[src/brtk_pkg.sv]
`default_nettype none
package brtk_pkg;

    localparam int DistW  = 48;
    localparam int RootW  = 24;
    localparam int CountW = 11;
    localparam int KeepW  = 8;
    localparam int TileW  = 11;

    // config register indexes
    localparam logic REG_KEEP_COUNT = 1'b0;
    localparam logic REG_TILE_SIZE  = 1'b1;

    typedef struct packed {
        logic              node_valid;
        logic [DistW-1:0]  refine_distance;
        logic [DistW-1:0]  query_norm;
        logic [RootW-1:0]  error_bound;
        logic [DistW-1:0]  exact_distance;
        logic              last_of_query;
    } in_t;

    typedef struct packed {
        logic              pruned;
        logic              violation;
        logic [DistW-1:0]  violation_margin;
        logic [DistW-1:0]  bound_dist;
        logic [DistW-1:0]  approx_dist;
        logic [DistW-1:0]  threshold_value;
        logic              threshold_finite;
        logic [CountW-1:0] pruned_so_far;
        logic [CountW-1:0] first_pruned_rank;
        logic              query_done;
    } out_t;

    // classified candidate passed from front to back
    typedef struct packed {
        logic             node_valid;
        logic             last;
        logic [DistW-1:0] approx;
        logic [DistW-1:0] lower;
        logic [DistW-1:0] exact;
    } qent_t;

endpackage
`default_nettype wire

[src/brtk_fifo.sv]
`default_nettype none
module brtk_fifo (
    input  wire logic            clk,
    input  wire logic            rst_n,
    input  wire logic            push,
    input  wire brtk_pkg::qent_t push_data,
    output logic                 full,
    input  wire logic            pop,
    output brtk_pkg::qent_t      head,
    output logic                 empty
);
    import brtk_pkg::*;

    qent_t      mem_reg [2];
    logic       wp_reg, rp_reg;
    logic [1:0] cnt_reg;

    assign full  = (cnt_reg == 2'd2);
    assign empty = (cnt_reg == 2'd0);
    assign head  = mem_reg[rp_reg];

    // pointers and count
    always_ff @(posedge clk or negedge rst_n)
    begin
        if (!rst_n)
        begin
            wp_reg  <= 1'b0;
            rp_reg  <= 1'b0;
            cnt_reg <= 2'd0;
        end
        else
        begin
            if (push) wp_reg <= ~wp_reg;
            if (pop)  rp_reg <= ~rp_reg;
            cnt_reg <= cnt_reg + 2'(push) - 2'(pop);
        end
    end

    // storage
    always_ff @(posedge clk)
    begin
        if (push) mem_reg[wp_reg] <= push_data;
    end

endmodule
`default_nettype wire

[config.mk]
export PLATFORM = sky130hd
export DESIGN_NAME = brtk_fifo
export DESIGN_NICKNAME = d
export VERILOG_FILES = /design/src/brtk_pkg.sv /design/src/brtk_fifo.sv
export SDC_FILE = /design/constraint.sdc
export NUM_CORES = 1
export LEC_CHECK = 0
export BUFFER_PORTS_ARGS = -buffer_cell sky130_fd_sc_hd__buf_2
export CAP_MARGIN = 10
export CORE_MARGIN = 5
export CORE_UTILIZATION = 30
export CTS_CLUSTER_SIZE = 12
export DETAILED_ROUTE_END_ITERATION = 8
export PLACE_DENSITY_LB_ADDON = 0.1
export SYNTH_ARGS = -nofsm -noshare
export SYNTH_HDL_FRONTEND = slang
export SYNTH_SLANG_ARGS = --single-unit
[constraint.sdc]
create_clock -name clk -period 14 [get_ports clk]
set_input_delay 0.7 -clock clk [delete_from_list [all_inputs] [get_ports clk]]
set_output_delay 0.7 -clock clk [all_outputs]
set_load 0.05 [all_outputs]
==> results.cfg, run 1 <==
[route]
routed_wl_um = 23900
drc_errors = 0
ant_nets = 0
wl_per_cell_um = 18.8
vias = 5476
drt_iter0_drc = 223
vias_per_cell = 4.31
firstDrtPassIters = 4

[clock_tree]
clockRootBuffer = clkbuf_16
clock_sinks = 296
clk_pin_slew_worst_paths_ns = 0.06
numCtsBuffers = 31
post_cts_resized = 0
postCtsHoldBufs = 1
clock_latency_ns = 0.54
cts_buffer_depth = 3
postCtsSetupBuffers = 0
htreeDepth = 1
cts_tree = built

[synth]
synth_async_sr_flop_share_pct = 1.35
synth-seq-cells = 296
synth_seq_area_share_pct = 82.2
syn-num-nets = 621
yosysMostFrequentCell = edfxtp_1
synth_edf_count = 292
synth.top_cell.area_share_pct = 81.3
synth.area.top_cells = edfxtp_1, mux2_2, buf_6, dfrtp_1, ha_1
synthFlopType = edfxtp_1
syn_area_um2 = 10800
synth_top_cell_by_area = edfxtp_1
yosysUniqueCellTypes = 12
synth_area_per_cell_um2 = 23.0
synth_cells = 469
synthTopCellsByCount = edfxtp_1, mux2_2, buf_6
ys_warn_count = 0

[finish]
drive_gt1_share_pct = 60.4
fin_cells = 1272
fillers = 3350
area_delta_synth_final_pct = 26.7
multi_input_area_um2 = 1740
largest_reg_flops = 292
fin_nets = 942
register_area_um2 = 8870

[sta]
finalCriticalPeriod_ns = 3.47
clock_skew_ns = 0.00675
rsz0062_at_grt = no
finalSetupViolCount = 0
relSlewSlack_pct = 32.7
hold_viol_final = 0
finalSetupTns_ns = 0
slew_violations = 0
max_slew.worst_pin.slew_ns = 1.01
fmax_mhz = 288
fin_crit_sh_pct = 24.8

[hold_path]
hold_start = push_data[86]
hold_path.class = in2reg

[power]
switching_share_pct = 40.4
power_frac_seq_pct = 37.6
combinationalPowerShare_pct = 39.6
power_switching_uw = 1330
leakage_uw = 0.00507
powerDensity_nw_per_um2 = 241
vdd_drop_max_uv = 145
total_power_uw = 3290
internal-power_uw = 1960
p_clk_share_pct = 22.7

[placed_design]
gp_congestion = 0.783
portBuffers = 297
dp_hpwl_um = 16100
place_inst = 1217

[setup_path]
startpoint = rp_reg$_DFFE_PN0P_
timing.rr.start = wp_reg$_DFFE_PN0P_
worstPathRequired_ns = 13.30
reg2reg_slack_ns = 11.94
startpoint_type = flip-flop
crit_fanout = 58
path_class = reg2out
critical_path_arrival_ns = 2.77
end_kind = output port

[grt]
grt_pass1_vias = 6060
antenna_found_initial = 4
grt-ovfl-total = 0
grt_usage_pct = 11.3
grt_max_degree = 73
grt_pass1_wl_um = 35100

[floorplanning]
initial_core_util_pct = 30.3
dieArea_um2 = 39800
die_w_um = 200
pin_count = 298
row_count = 69
core_area_um2 = 35600
die_h_um = 200

[outcome]
status = finished clean

[flow_run]
maxCapViolations = 0
## cells by family after synthesis
family | share of synthesized area [%]
XOR/XNOR | 0.383
AND/OR/NAND/NOR | 0.209
multiplexers | 15.2
adder cells (fa/ha/maj) | 0.232
buffers and inverters | 1.68
flip-flops | 82.2
## worst paths after layout
| path | endpoint | cells after the start |
|---|---|---|
| max in group asynchronous | rp_reg$_DFFE_PN0P_ | 2 |
| worst min-delay path | mem_reg[0][86]$_DFFE_PP_ | 1 |
| min in group asynchronous | cnt_reg[0]$_DFF_PN0_ | 2 |
| worst max register to register | mem_reg[0][53]$_DFFE_PP_ | 2 |
| worst max-delay path | head[88] | 3 |
| worst min register to register | wp_reg$_DFFE_PN0P_ | 1 |
## area by class of cell
| cell class | instances | share of cell area [%] |
|---|---|---|
| multi-input cells | 155 | 12.8 |
| repair buffers | 304 | 11.3 |
| inverters | 2 | 0.0550 |
| clock buffers | 41 | 5.95 |
| well taps | 461 | 4.22 |
| diodes | 2 | 0.0366 |
| flip-flops and latches | 296 | 65.0 |
| clock inverters | 11 | 0.724 |
## power by group through the flow
| stage | logic (uW) | clock network [uW] | registers, uW |
|---|---|---|---|
| after floorplan | 1070 | 0 | 1250 |
| after global placement | 1320 | 0 | 1250 |
| after detailed placement | 1330 | 0 | 1260 |
| after CTS | 1330 | 778 | 1240 |
| after global routing | 1370 | 817 | 1250 |
| final | 1300 | 748 | 1240 |
## per-stage QoR
step	cell area [um^2]	worst slack [ns]	utilization (%)	hold slack, ns
floorplan	10800	6.31	-	0.404
global placement	12700	11.01	35.8	0.505
detailed placement	12700	10.99	35.8	0.509
CTS	13700	10.38	38.4	0.300
global route	13700	10.34	38.4	0.304
finish	13700	10.53	38.4	0.344
## layout by cell type, fill, tap and decap left out, drive strengths merged
cell	Yosys	routed
nor2b	2	2
dfrtp	4	4
clkinv	0	9
edfxtp	292	292
mux2	146	146
nor2	1	1
clkbuf	0	41
ha	2	2
diode	0	2
buf	16	303
bufinv	0	2
and2	1	1
inv	2	2
dlygate4sd3	0	1
xor2	2	2
xor3	1	1
## layer usage
layer	part of all wire (%)	vias up	track usage [%]
met5	0.11	-	0
met4	2.2	4	2.74
met3	8.9	45	3.95
met2	48	194	18.9
met1	41	2719	14.2
li1	-	2514	-
## worst max-delay path: stages (launching register included)
cell	delay [ns]
dfrtp_4	0.79
buf_4	0.70
mux2_2	0.45
buf_2	0.22
(Power assumes the default switching activity.)
==> inputs of run 2 (changes only) <==
- ABC_AREA: not set -> 1
- clock period: 14 -> 3.2 ns (I/O delays scaled with it)
==> results.cfg, run 2 <==
[outcome]
status = finished clean

[clock_tree]
clock_latency_ns = 0.51
clock_sinks = 296
cts_tree = built
clockRootBuffer = clkbuf_16
clk_pin_slew_worst_paths_ns = 0.05
numCtsBuffers = 35
htreeDepth = 2
cts_buffer_depth = 3

[synth]
yosysUniqueCellTypes = 12
yosysMostFrequentCell = edfxtp_1
synthTopCellsByCount = edfxtp_1, inv_1, nand2_1
synth-seq-cells = 296
synth_area_per_cell_um2 = 14.0
synth.top_cell.area_share_pct = 79.8
synthFlopType = edfxtp_1
synth_top_cell_by_area = edfxtp_1
syn-num-nets = 939
synth_async_sr_flop_share_pct = 1.35
synth_seq_area_share_pct = 80.7
synth_edf_count = 292
synth_cells = 787
synth.area.top_cells = edfxtp_1, o21ai_0, inv_1, nand2_1, dfrtp_1
ys_warn_count = 0
syn_area_um2 = 11000

[route]
firstDrtPassIters = 4
drt_iter0_drc = 231
routed_wl_um = 25300
vias = 7012
vias_per_cell = 4.03
wl_per_cell_um = 14.5
drc_errors = 0
ant_nets = 0

[sta]
finalCriticalPeriod_ns = 2.52
fmax_mhz = 396
relSlewSlack_pct = 34.6
finalSetupViolCount = 0
slew_violations = 0
rsz0062_at_grt = no
hold_viol_final = 0
max_slew.worst_pin.slew_ns = 0.981
clock_skew_ns = 0.0160
finalSetupTns_ns = 0
fin_crit_sh_pct = 78.8

[finish]
drive_gt1_share_pct = 27.7
antennaDiodeCount = 0
area_delta_synth_final_pct = 41.7
final_common_cell = buf_2
largest_reg_flops = 292
mostFrequentLayoutCells = buf_2, edfxtp_1, inv_1, nand2_1, dlygate4sd3_1
fin_area_um2 = 15600
fillers = 3419
fin_nets = 1399

[setup_path]
end_kind = output port
reg2reg_slack_ns = 1.41
path_class = reg2out
cpMaxStageDelayCell = dfrtp_4
crit_path_cell_trace = buf_4 > nand2_1 > o21ai_0 > buf_2
slowest_delay_ns = 0.87
critical_path_arrival_ns = 2.36
worstPathRequired_ns = 3.04
crit_fanout = 69
startpoint_type = flip-flop

[floorplanning]
core_area_um2 = 36300
die_w_um = 201
row_count = 70
dieArea_um2 = 40600
initial_core_util_pct = 30.2
die_h_um = 201
pin_count = 298

[grt]
grt_usage_pct = 12.3
grt_pass1_vias = 7069
grt_pass1_wl_um = 40100
grt-ovfl-total = 0
antenna_found_initial = 0
grt_max_degree = 147

[power]
powerDensity_nw_per_um2 = 1000
vdd_drop_max_uv = 803
leakage_uw = 0.00656

[hold_path]
hold_path.class = in2reg

[flow_run]
maxCapViolations = 0

[placed_design]
portBuffers = 297
dp_hpwl_um = 15900
gp_congestion = 0.719
place_area_um2 = 13000
==> run 2: cell types whose count changed in the layout (fill, tap and decap cells not counted), sizes merged, moves of 2 or more <==
| cell | previous run | this run |
|---|---|---|
| nor2b | 2 | 0 |
| buf | 303 | 305 |
| diode | 2 | 0 |
| nor2 | 1 | 3 |
| inv | 2 | 154 |
| mux2 | 146 | 0 |
| nand2 | 0 | 152 |
| clkinv | 9 | 17 |
| dlygate4sd3 | 1 | 150 |
| o21ai | 0 | 146 |
==> run 2: kinds of logic (layout without fill, tap and decap cells) <==
kind of cell    after synthesis  after routing  synth area share (%)
flops                       296            296                  80.7
buf+inv                     185            670                  6.91
simple gates                156            156                  5.34
compound gates              146            146                  6.65
fa+ha+maj                     2              2                 0.228
xor+xnor                      2              2                 0.159
==> run 2: worst max-delay path: cells and delay by family (launching register included) <==
family / cells / cell delay (ns)
buffers and inverters: 2 / 0.74
flip-flops: 1 / 0.87
AND/OR/NAND/NOR: 1 / 0.08
AO/OA/AOI/OAI: 1 / 0.11
==> run 2: area by class of cell <==
type	count	area, um^2	area share [%]
clock inverters	20	131	0.844
flip-flops and latches	296	8870	57.0
multi-input cells	306	1370	8.78
well taps	468	586	3.76
repair buffers	455	3110	20.0
inverters	153	578	3.71
clock buffers	42	923	5.93
==> run 2: layer usage <==
| layer | global-route usage (%) | wire (um) | share of wire [%] | vias to the layer above |
|---|---|---|---|---|
| met5 | 0 | 0 | 0 | - |
| met4 | 3.56 | 519 | 2.1 | 0 |
| met3 | 4.29 | 1910 | 7.5 | 37 |
| met2 | 19.9 | 11800 | 47 | 195 |
| met1 | 15.8 | 11100 | 44 | 3205 |
| li1 | - | - | - | 3575 |
==> run 2: path summary, 6_finish.rpt <==
| check | startpoint | to | depth (start not counted) |
|---|---|---|---|
| worst max-delay path | rp_reg$_DFFE_PN0P_ | head[138] | 4 |
| worst min-delay path | push_data[115] | mem_reg[1][115]$_DFFE_PP_ | 2 |
| worst max register to register | wp_reg$_DFFE_PN0P_ | mem_reg[1][132]$_DFFE_PP_ | 3 |
| worst min register to register | wp_reg$_DFFE_PN0P_ | wp_reg$_DFFE_PN0P_ | 1 |
| max in group asynchronous | rst_n | rp_reg$_DFFE_PN0P_ | 3 |
| min in group asynchronous | rst_n | rp_reg$_DFFE_PN0P_ | 3 |
==> run 2: what timing repair did <==
action                                 CTS  global route
setup buffers                            0             0
endpoints found under the hold margin  299             0
setup endpoints to repair                0             0
hold buffers                           150             0
resized for setup                        0             0
==> run 2: stage by stage <==
stage	instances	hold slack (ns)	util [%]	total power, uW	worst slack (ns)
after floorplan	787	-0.136	-	10400	0.132
final	1740	0.366	42.8	15600	0.678
after global routing	1740	0.351	42.8	16500	0.460
after CTS	1740	0.330	42.8	15900	0.586
after detailed placement	1528	-0.0256	35.8	12000	1.15
after global placement	1528	-0.0257	35.8	12000	1.18
==> run 2: power breakdown <==
group | internal, uW | switching (uW)
logic | 1290 | 5230
registers | 5150 | 281
clock network | 2140 | 1500
total | 8590 | 7010
==> inputs of run 3 (changes only) <==
- clock period: 3.2 -> 2.65 ns (I/O delays scaled with it)
==> results.cfg, run 3 (same netlist as run 2, synthesis figures left out) <==
[setup_path]
cp.buffers_inverters = 2
crit_family = flip-flops
worst-path-stages = 4
path_class = reg2out
startpoint_type = flip-flop
worstPathRequired_ns = 2.52
cpMaxStageDelayCell = dfrtp_4
critical_path_arrival_ns = 2.27
rr_worst_depth = 3
crit_path_cell_trace = buf_12 > nand2_1 > o21ai_0 > buf_2
crit_fanout = 60
slowest_delay_ns = 0.86
end_kind = output port

[route]
drc_errors = 0
wl_per_cell_um = 14.8
vias = 7036
firstDrtPassIters = 4
ant_nets = 0
vias_per_cell = 4.03
drt_iter0_drc = 282
routed_wl_um = 25800

[sta]
fin_crit_sh_pct = 90.7
rsz0062_at_grt = no
max_slew.worst_pin.slew_ns = 0.682
setup_ws_ns = 0.246
relSlewSlack_pct = 54.6
slew_violations = 0
hold_viol_final = 0
clock_skew_ns = 0.0101
finalSetupTns_ns = 0
finalSetupViolCount = 0
finalCriticalPeriod_ns = 2.40
fmax_mhz = 416

[clock_tree]
clockRootBuffer = clkbuf_16
cts_tree = built
clock_sinks = 296
cts_buffer_depth = 3
htreeDepth = 2
clock_latency_ns = 0.51
clk_pin_slew_worst_paths_ns = 0.06
postCtsSetupBuffers = 0
numCtsBuffers = 35

[floorplanning]
dieArea_um2 = 40600
die_h_um = 201
die_w_um = 201
row_count = 70
pin_count = 298
initial_core_util_pct = 30.2
core_area_um2 = 36300

[power]
leakage_uw = 0.00663
powerDensity_nw_per_um2 = 1220
vdd_drop_max_uv = 875
total_power_uw = 19100

[grt]
grt_pass1_vias = 7453
grt_max_degree = 77
grt-ovfl-total = 0
grt_pass1_wl_um = 40900
antenna_found_initial = 1
grt_usage_pct = 12.6

[hold_path]
min_path_cells = 2
hold_path.class = in2reg

[finish]
final_common_cell = buf_2
area_delta_synth_final_pct = 42.9
largest_reg_flops = 292
fin_nets = 1406
drive_gt1_share_pct = 28.5
mostFrequentLayoutCells = buf_2, edfxtp_1, inv_1, nand2_1, dlygate4sd3_1

[flow_run]
maxCapViolations = 0

[placed_design]
portBuffers = 297
pre_cts_slack_ns = 0.709
dp_hpwl_um = 17000
gp_congestion = 0.690

[outcome]
status = finished clean
[run 3: metal layers]
| layer | track usage (%) | up-vias | wire length [um] |
|---|---|---|---|
| met2 | 21.0 | 190 | 12200 |
| met3 | 4.48 | 28 | 1960 |
| met4 | 3.20 | 0 | 414 |
| met5 | 0 | - | 0 |
| li1 | - | 3595 | - |
| met1 | 15.7 | 3223 | 11300 |
[run 3: timing repair]
item                                   4_1_cts  5_1_grt
endpoints found under the hold margin      299        0
resized for setup                            0        0
hold buffers                               150        0
[run 3: final cells by class]
type / count / area [um^2]
antenna: 1 / 2.50
clock buffer: 47 / 993
clock inverter: 13 / 109
fill: 3438 / 20600
inverter: 153 / 578
multi-input combinational: 306 / 1370
sequential: 296 / 8870
tap: 468 / 586
timing repair buffer: 462 / 3190
[run 3: through the flow]
step / cell area [um^2] / std cells / hold WS [ns] / utilization [%]
floorplan: 11000 / 787 / -0.163 / -
global placement: 13100 / 1535 / -0.0525 / 36.0
detailed placement: 13100 / 1535 / -0.0497 / 36.0
CTS: 15700 / 1745 / 0.304 / 43.2
global route: 15700 / 1746 / 0.324 / 43.2
finish: 15700 / 1746 / 0.345 / 43.2
[run 3: worst paths after layout]
check                      slack [ns]                  endpoint               start
min reg2reg                      0.56        wp_reg$_DFFE_PN0P_  wp_reg$_DFFE_PN0P_
min                              0.34  mem_reg[0][84]$_DFFE_PP_       push_data[84]
max                              0.25                  head[56]  rp_reg$_DFFE_PN0P_
min in group asynchronous        0.57        wp_reg$_DFFE_PN0P_               rst_n
max reg2reg                      1.16  mem_reg[1][57]$_DFFE_PP_  wp_reg$_DFFE_PN0P_
max in group asynchronous        1.89        rp_reg$_DFFE_PN0P_               rst_n
[run 3: worst reg2reg max path: stages, from the launching register on]
cell        delay [ns]
dfrtp_1           0.43
nand2_2           0.08
clkinvlp_4        0.23
buf_12            0.34
[run 3: power by group]
| part | internal, uW | switching [uW] | leakage (uW) |
|---|---|---|---|
| sequential | 6210 | 337 | 0.00279 |
| clock | 2810 | 1770 | 0.000545 |
| combinational | 1650 | 6380 | 0.00330 |
| total | 10700 | 8480 | 0.00663 |
